===== config.mk =====
export PLATFORM = sky130hd
export DESIGN_NAME = zmvu_ctrl
export DESIGN_NICKNAME = d
export VERILOG_FILES = /design/src/zmvu_pkg.sv /design/src/zmvu_ctrl.sv
export SDC_FILE = /design/constraint.sdc
export NUM_CORES = 1
export LEC_CHECK = 0
export BUFFER_PORTS_ARGS = -buffer_cell sky130_fd_sc_hd__buf_2
export CORE_UTILIZATION = 38
export CTS_CLUSTER_SIZE = 40
export DETAILED_ROUTE_END_ITERATION = 7
export PLACE_DENSITY = 0.74
export SETUP_SLACK_MARGIN = 0.3
export SLEW_MARGIN = 10
export SYNTH_ARGS = -nofsm -noshare
export SYNTH_HDL_FRONTEND = slang
export SYNTH_SLANG_ARGS = --single-unit

===== constraint.sdc =====
create_clock -name i_clk -period 2.5 [get_ports i_clk]
set_input_delay 0.5 -clock i_clk [delete_from_list [all_inputs] [get_ports i_clk]]
set_output_delay 0.5 -clock i_clk [all_outputs]
set_load 0.01 [all_outputs]

===== src/zmvu_pkg.sv =====
// ============================================================================
// zmvu_pkg
// Shared types, codes and defaults for the Z-machine memory and variable unit.
// ============================================================================
`default_nettype none

package zmvu_pkg;

    // Default sizes
    localparam int DEF_MEM_BYTES   = 524288;
    localparam int DEF_STACK_DEPTH = 1023;
    localparam int DEF_LOCAL_COUNT = 15;

    localparam int CFG_W  = 20;
    localparam int PTR_W  = 20;
    localparam int DATA_W = 19;

    // Operation codes
    localparam logic [2:0] OP_LOAD     = 3'd0;
    localparam logic [2:0] OP_RD_BYTE  = 3'd1;
    localparam logic [2:0] OP_RD_WORD  = 3'd2;
    localparam logic [2:0] OP_WR_BYTE  = 3'd3;
    localparam logic [2:0] OP_WR_WORD  = 3'd4;
    localparam logic [2:0] OP_RD_VAR   = 3'd5;
    localparam logic [2:0] OP_WR_VAR   = 3'd6;
    localparam logic [2:0] OP_UNPACK   = 3'd7;

    // Error codes
    localparam logic [2:0] ERR_OK     = 3'd0;
    localparam logic [2:0] ERR_BOUNDS = 3'd1;
    localparam logic [2:0] ERR_ZERO   = 3'd2;
    localparam logic [2:0] ERR_EMPTY  = 3'd3;
    localparam logic [2:0] ERR_FULL   = 3'd4;

    // Story memory address select
    localparam logic [2:0] SEL_PTR     = 3'd0;
    localparam logic [2:0] SEL_PTR1    = 3'd1;
    localparam logic [2:0] SEL_BASE_HI = 3'd2;
    localparam logic [2:0] SEL_BASE_LO = 3'd3;
    localparam logic [2:0] SEL_ZERO    = 3'd4;

    // Result select
    localparam logic [2:0] RES_ZERO   = 3'd0;
    localparam logic [2:0] RES_BYTE   = 3'd1;
    localparam logic [2:0] RES_WORD   = 3'd2;
    localparam logic [2:0] RES_STACK  = 3'd3;
    localparam logic [2:0] RES_LOCAL  = 3'd4;
    localparam logic [2:0] RES_UNPACK = 3'd5;

    // Header word holding the globals table base
    localparam logic [PTR_W-1:0] GLOBAL_BASE = 20'd12;

    typedef struct packed {
        logic [2:0]  op;
        logic [18:0] address;
        logic [7:0]  variable;
        logic [15:0] value;
    } t_in;

    typedef struct packed {
        logic [DATA_W-1:0] data;
        logic [2:0]        error;
    } t_out;

    typedef struct packed {
        logic       load;
        logic       mem_rd;
        logic       mem_wr;
        logic [2:0] addr_sel;
        logic       byte_hi;
        logic       cap_hi;
        logic       cap_ptr;
        logic       stk_push;
        logic       stk_pop;
        logic       loc_wr;
        logic       fin;
        logic [2:0] res_sel;
        logic [2:0] err;
    } t_cmd;

    typedef struct packed {
        logic [2:0] op;
        logic       ptr_zero;
        logic       ptr_in_mem;
        logic       ptr_byte_ok;
        logic       ptr_word_ok;
        logic       var_stack;
        logic       var_local;
        logic       local_ok;
        logic       stk_empty;
        logic       stk_full;
        logic       base_ok;
        logic       rev_ok;
    } t_sts;

endpackage

`default_nettype wire


===== src/zmvu_ctrl.sv =====
// ============================================================================
// zmvu_ctrl
// Operation sequencer: decodes the latched word and steps the datapath.
// ============================================================================
`default_nettype none

module zmvu_ctrl (
    input  wire logic          i_clk,
    input  wire logic          i_rst_n,
    input  wire logic          start,
    output logic               busy,
    input  wire zmvu_pkg::t_sts i_sts,
    output zmvu_pkg::t_cmd     o_cmd
);

    localparam logic [3:0] S_IDLE = 4'd0;
    localparam logic [3:0] S_DEC  = 4'd1;
    localparam logic [3:0] S_RB   = 4'd2;
    localparam logic [3:0] S_W1   = 4'd3;
    localparam logic [3:0] S_W2   = 4'd4;
    localparam logic [3:0] S_WL   = 4'd5;
    localparam logic [3:0] S_SP   = 4'd6;
    localparam logic [3:0] S_G1   = 4'd7;
    localparam logic [3:0] S_G2   = 4'd8;
    localparam logic [3:0] S_G3   = 4'd9;
    localparam logic [3:0] S_UN   = 4'd10;

    logic [3:0] r_state;
    logic [3:0] n_state;

    always_ff @(posedge i_clk) begin
        if (!i_rst_n) begin
            r_state <= S_IDLE;
        end else begin
            r_state <= n_state;
        end
    end

    assign busy = (r_state != S_IDLE);

    always_comb begin
        n_state = r_state;
        o_cmd   = '0;
        case (r_state)
            S_IDLE: begin
                if (start) begin
                    o_cmd.load = 1'b1;
                    n_state    = S_DEC;
                end
            end
            S_DEC: begin
                n_state = S_IDLE;
                case (i_sts.op)
                    zmvu_pkg::OP_LOAD: begin
                        o_cmd.fin = 1'b1;
                        if (i_sts.ptr_in_mem) begin
                            o_cmd.mem_wr   = 1'b1;
                            o_cmd.addr_sel = zmvu_pkg::SEL_PTR;
                        end else begin
                            o_cmd.err = zmvu_pkg::ERR_BOUNDS;
                        end
                    end
                    zmvu_pkg::OP_RD_BYTE: begin
                        if (i_sts.ptr_byte_ok) begin
                            o_cmd.mem_rd   = 1'b1;
                            o_cmd.addr_sel = zmvu_pkg::SEL_PTR;
                            n_state        = S_RB;
                        end else begin
                            o_cmd.fin = 1'b1;
                            o_cmd.err = zmvu_pkg::ERR_BOUNDS;
                        end
                    end
                    zmvu_pkg::OP_RD_WORD: begin
                        if (i_sts.ptr_word_ok) begin
                            o_cmd.mem_rd   = 1'b1;
                            o_cmd.addr_sel = zmvu_pkg::SEL_PTR;
                            n_state        = S_W1;
                        end else begin
                            o_cmd.fin = 1'b1;
                            o_cmd.err = zmvu_pkg::ERR_BOUNDS;
                        end
                    end
                    zmvu_pkg::OP_WR_BYTE: begin
                        o_cmd.fin = 1'b1;
                        if (i_sts.ptr_zero) begin
                            o_cmd.err = zmvu_pkg::ERR_ZERO;
                        end else if (!i_sts.ptr_byte_ok) begin
                            o_cmd.err = zmvu_pkg::ERR_BOUNDS;
                        end else begin
                            o_cmd.mem_wr   = 1'b1;
                            o_cmd.addr_sel = zmvu_pkg::SEL_PTR;
                        end
                    end
                    zmvu_pkg::OP_WR_WORD: begin
                        if (i_sts.ptr_zero) begin
                            o_cmd.fin = 1'b1;
                            o_cmd.err = zmvu_pkg::ERR_ZERO;
                        end else if (!i_sts.ptr_word_ok) begin
                            o_cmd.fin = 1'b1;
                            o_cmd.err = zmvu_pkg::ERR_BOUNDS;
                        end else begin
                            o_cmd.mem_wr   = 1'b1;
                            o_cmd.addr_sel = zmvu_pkg::SEL_PTR;
                            o_cmd.byte_hi  = 1'b1;
                            n_state        = S_WL;
                        end
                    end
                    zmvu_pkg::OP_RD_VAR, zmvu_pkg::OP_WR_VAR: begin
                        if (i_sts.var_stack) begin
                            if (i_sts.op == zmvu_pkg::OP_RD_VAR) begin
                                if (i_sts.stk_empty) begin
                                    o_cmd.fin = 1'b1;
                                    o_cmd.err = zmvu_pkg::ERR_EMPTY;
                                end else begin
                                    o_cmd.stk_pop = 1'b1;
                                    n_state       = S_SP;
                                end
                            end else begin
                                o_cmd.fin = 1'b1;
                                if (i_sts.stk_full) begin
                                    o_cmd.err = zmvu_pkg::ERR_FULL;
                                end else begin
                                    o_cmd.stk_push = 1'b1;
                                end
                            end
                        end else if (i_sts.var_local) begin
                            o_cmd.fin = 1'b1;
                            if (!i_sts.local_ok) begin
                                o_cmd.err = zmvu_pkg::ERR_BOUNDS;
                            end else if (i_sts.op == zmvu_pkg::OP_RD_VAR) begin
                                o_cmd.res_sel = zmvu_pkg::RES_LOCAL;
                            end else begin
                                o_cmd.loc_wr = 1'b1;
                            end
                        end else begin
                            if (i_sts.base_ok) begin
                                o_cmd.mem_rd   = 1'b1;
                                o_cmd.addr_sel = zmvu_pkg::SEL_BASE_HI;
                                n_state        = S_G1;
                            end else begin
                                o_cmd.fin = 1'b1;
                                o_cmd.err = zmvu_pkg::ERR_BOUNDS;
                            end
                        end
                    end
                    default: begin
                        if (i_sts.rev_ok) begin
                            o_cmd.mem_rd   = 1'b1;
                            o_cmd.addr_sel = zmvu_pkg::SEL_ZERO;
                            n_state        = S_UN;
                        end else begin
                            o_cmd.fin = 1'b1;
                            o_cmd.err = zmvu_pkg::ERR_BOUNDS;
                        end
                    end
                endcase
            end
            S_RB: begin
                o_cmd.fin     = 1'b1;
                o_cmd.res_sel = zmvu_pkg::RES_BYTE;
                n_state       = S_IDLE;
            end
            S_W1: begin
                o_cmd.cap_hi   = 1'b1;
                o_cmd.mem_rd   = 1'b1;
                o_cmd.addr_sel = zmvu_pkg::SEL_PTR1;
                n_state        = S_W2;
            end
            S_W2: begin
                o_cmd.fin     = 1'b1;
                o_cmd.res_sel = zmvu_pkg::RES_WORD;
                n_state       = S_IDLE;
            end
            S_WL: begin
                o_cmd.mem_wr   = 1'b1;
                o_cmd.addr_sel = zmvu_pkg::SEL_PTR1;
                o_cmd.fin      = 1'b1;
                n_state        = S_IDLE;
            end
            S_SP: begin
                o_cmd.fin     = 1'b1;
                o_cmd.res_sel = zmvu_pkg::RES_STACK;
                n_state       = S_IDLE;
            end
            S_G1: begin
                o_cmd.cap_hi   = 1'b1;
                o_cmd.mem_rd   = 1'b1;
                o_cmd.addr_sel = zmvu_pkg::SEL_BASE_LO;
                n_state        = S_G2;
            end
            S_G2: begin
                // form the global's address from the table base
                o_cmd.cap_ptr = 1'b1;
                n_state       = S_G3;
            end
            S_G3: begin
                if ((i_sts.op == zmvu_pkg::OP_WR_VAR) && i_sts.ptr_zero) begin
                    o_cmd.fin = 1'b1;
                    o_cmd.err = zmvu_pkg::ERR_ZERO;
                    n_state   = S_IDLE;
                end else if (!i_sts.ptr_word_ok) begin
                    o_cmd.fin = 1'b1;
                    o_cmd.err = zmvu_pkg::ERR_BOUNDS;
                    n_state   = S_IDLE;
                end else if (i_sts.op == zmvu_pkg::OP_RD_VAR) begin
                    o_cmd.mem_rd   = 1'b1;
                    o_cmd.addr_sel = zmvu_pkg::SEL_PTR;
                    n_state        = S_W1;
                end else begin
                    o_cmd.mem_wr   = 1'b1;
                    o_cmd.addr_sel = zmvu_pkg::SEL_PTR;
                    o_cmd.byte_hi  = 1'b1;
                    n_state        = S_WL;
                end
            end
            S_UN: begin
                o_cmd.fin     = 1'b1;
                o_cmd.res_sel = zmvu_pkg::RES_UNPACK;
                n_state       = S_IDLE;
            end
            default: begin
                n_state = S_IDLE;
            end
        endcase
    end

endmodule

`default_nettype wire


==> flow_summary.yaml <==
setup_path:
  critPathKind: "reg -> out"
  critPathLaunchType: "flop"
  crit_arrival_ns: 1.68
  worstSetupEndpointType: "output port"
  crit_fanout: 6
  worstPathRequired_ns: 2.00
floorplan:
  io_pins: 37
  dieArea_sq_um: 2310
  die_h_microns: 48.1
  start_util_pct: 40.7
  die_w_microns: 48.1
  num_rows: 16
  core_region_area_sq_um: 1980
global_route:
  antenna_found_initial: 0
  grt_max_degree: 24
  grt_pass1_vias: 813
  track_usage_pct: 20.6
  grt_pass1_wl_microns: 3390
  overflow: 0
pwr:
  vdd_drop_max_uv: 285
  p_leak_nw: 0.547
  power_mw: 0.279
  pwr_density_cell_nw_per_um2: 246
sta:
  post-route-period-util_pct: 87.1
  tightest_slew_ns: 0.384
  fin_ws_ns: 0.322
  fmax_mhz: 459
  drv_slew: 0
  hold_viol: 0
  finalSetupTns_ns: 0
  max_slew_margin_pct: 74.4
  rsz0062_at_grt: "true"
  clock_skew_ns: 0.00215
  hold_ws_ns: 0.601
  min_period_ns: 2.18
  setup_viol_count_final: 0
yosys:
  syn_inst: 125
  synth_warnings: 0
  syn_area_sq_um: 807
  ys.flop_type: "dfxtp_1"
  synth_edf_count: 0
  syn_area_per_cell_sq_um: 6.46
  synthArstFlopShare_pct: 0
  ys_ff_latch: 4
  ys_types: 44
  seq_area_frac_synth_pct: 9.92
  synth_fp_nets: 142
cells_and_area:
  largestRegisters: "r_state x4"
  antenna_cells: 0
  synthToLayoutAreaGrowth_pct: 40.5
  drive_gt1_share_pct: 40.1
  largest_register_ffs: 4
  top_register: "r_state"
  n_fill_cell: 198
  multi_input_area_sq_um: 737
  seq_area_sq_um: 90.1
  fin_nets: 181
  fin_area_sq_um: 1130
clocking:
  cts.hold.buffers_added: 0
  cts_tree: "built"
  ctsRootBufferMaster: "clkbuf_4"
  cts-htree-levels: 1
  clock_path_buffers: 2
  clk_pin_slew_ns: 0.04
  clock-sinks: 4
  cts_buffers: 3
  worstSkewPairLatency_ns: 0.23
drt:
  ant_nets: 0
  drcViolationCount: 0
  wl_microns: 2510
  drt_iter0_drc: 35
  routedWlPerCell_microns: 13.3
  dr_total_vias: 1105
  dr.pass1.iters: 4
  viasPerCell: 5.85
placed_design:
  io_buffers: 36
  dp_slack_ns: 0.248
  place_area_sq_um: 980
  post-dp-hpwl_microns: 1760
  gp_congestion: 0.848
status:
  outcome: "complete, no violations"
job:
  cap_violations: 0
worst_hold_path:
  hold_class: "in -> reg"
[metrics by stage]
stage                     cells  utilization (%)
after floorplan             125                -
after global placement      180             49.4
after detailed placement    180             49.4
after CTS                   184             51.6
after global routing        189             57.2
final                       189             57.2
[cells by family (layout without fill, tap and decap cells)]
group	after synthesis	count (layout)	synth area share, %
and+or+nand+nor	71	71	51.2
AOI/OAI and AO/OA	35	35	29.9
buffers and inverters	14	51	7.91
DFF	4	4	9.92
xor gates and xnor gates	1	1	1.09
[where the power goes]
group          internal, mW  total [mW]  switching, mW
logic                0.0575       0.132         0.0747
clock network        0.0535      0.0775         0.0240
registers            0.0649      0.0691        0.00414
[cell usage after synthesis (3+ instances only)]
master / count / area [sq um]
nor2_1: 17 / 63.8
a21oi_1: 10 / 50.1
nand2_1: 10 / 37.5
nand2b_1: 9 / 56.3
buf_2: 6 / 30.0
inv_1: 6 / 22.5
nand3_1: 6 / 30.0
nor2b_1: 5 / 31.3
o31ai_1: 5 / 37.5
dfxtp_1: 4 / 80.1
a31oi_1: 3 / 18.8
o21ai_0: 3 / 15.0
[path summary, 6_finish.rpt]
check / start / to / slack (ns) / cells past startpoint
setup / recovery: r_state[1] / o_cmd[12] / 0.32 / 3
hold / removal: i_rst_n / r_state[0] / 0.60 / 3
setup reg to reg: r_state[1] / r_state[1] / 1.05 / 4
hold reg to reg: r_state[2] / r_state[0] / 0.72 / 3
[cell type report]
class                   instances  area share, %
well taps                      27           2.98
inverters                       6           1.99
multi-input cells             107           65.0
flip-flops and latches          4           7.95
clock buffers                   3           1.99
repair buffers                 42           20.1
[critical path, cell delays in order (launching register included)]
cell,delay [ns]
dfxtp_4,0.36
or4b_4,0.61
o31ai_1,0.30
buf_2,0.19
[timing repair]
action | in CTS | in global routing
endpoints found under the setup margin | 7 | 7
pin swaps | 3 | 3
buffers inserted | 1 | 5
gates resized for setup | 6 | 20
[layer usage]
layer  global-route usage [%]  vias up  wire, microns
met5                        0        -              0
met4                     7.22        0             38
met3                     1.51        4            183
met2                     34.1       62           1230
met1                     27.8      502           1050
li1                         -      537              -
[cell usage in the layout, fill, tap and decap left out, drive strengths merged, types with 2 or more instances in the layout]
cell,count
a211o,2
a21oi,10
a31oi,3
and2,2
buf,38
clkbuf,7
dfxtp,4
inv,6
nand2,10
nand2b,9
nand3,6
nand4,2
nand4b,2
nor2,17
nor2b,5
nor3,3
nor4,2
o21ai,3
o221ai,2
o22ai,2
o2bb2ai,2
o31ai,5
Note: power is estimated with default switching activity, not from simulation.
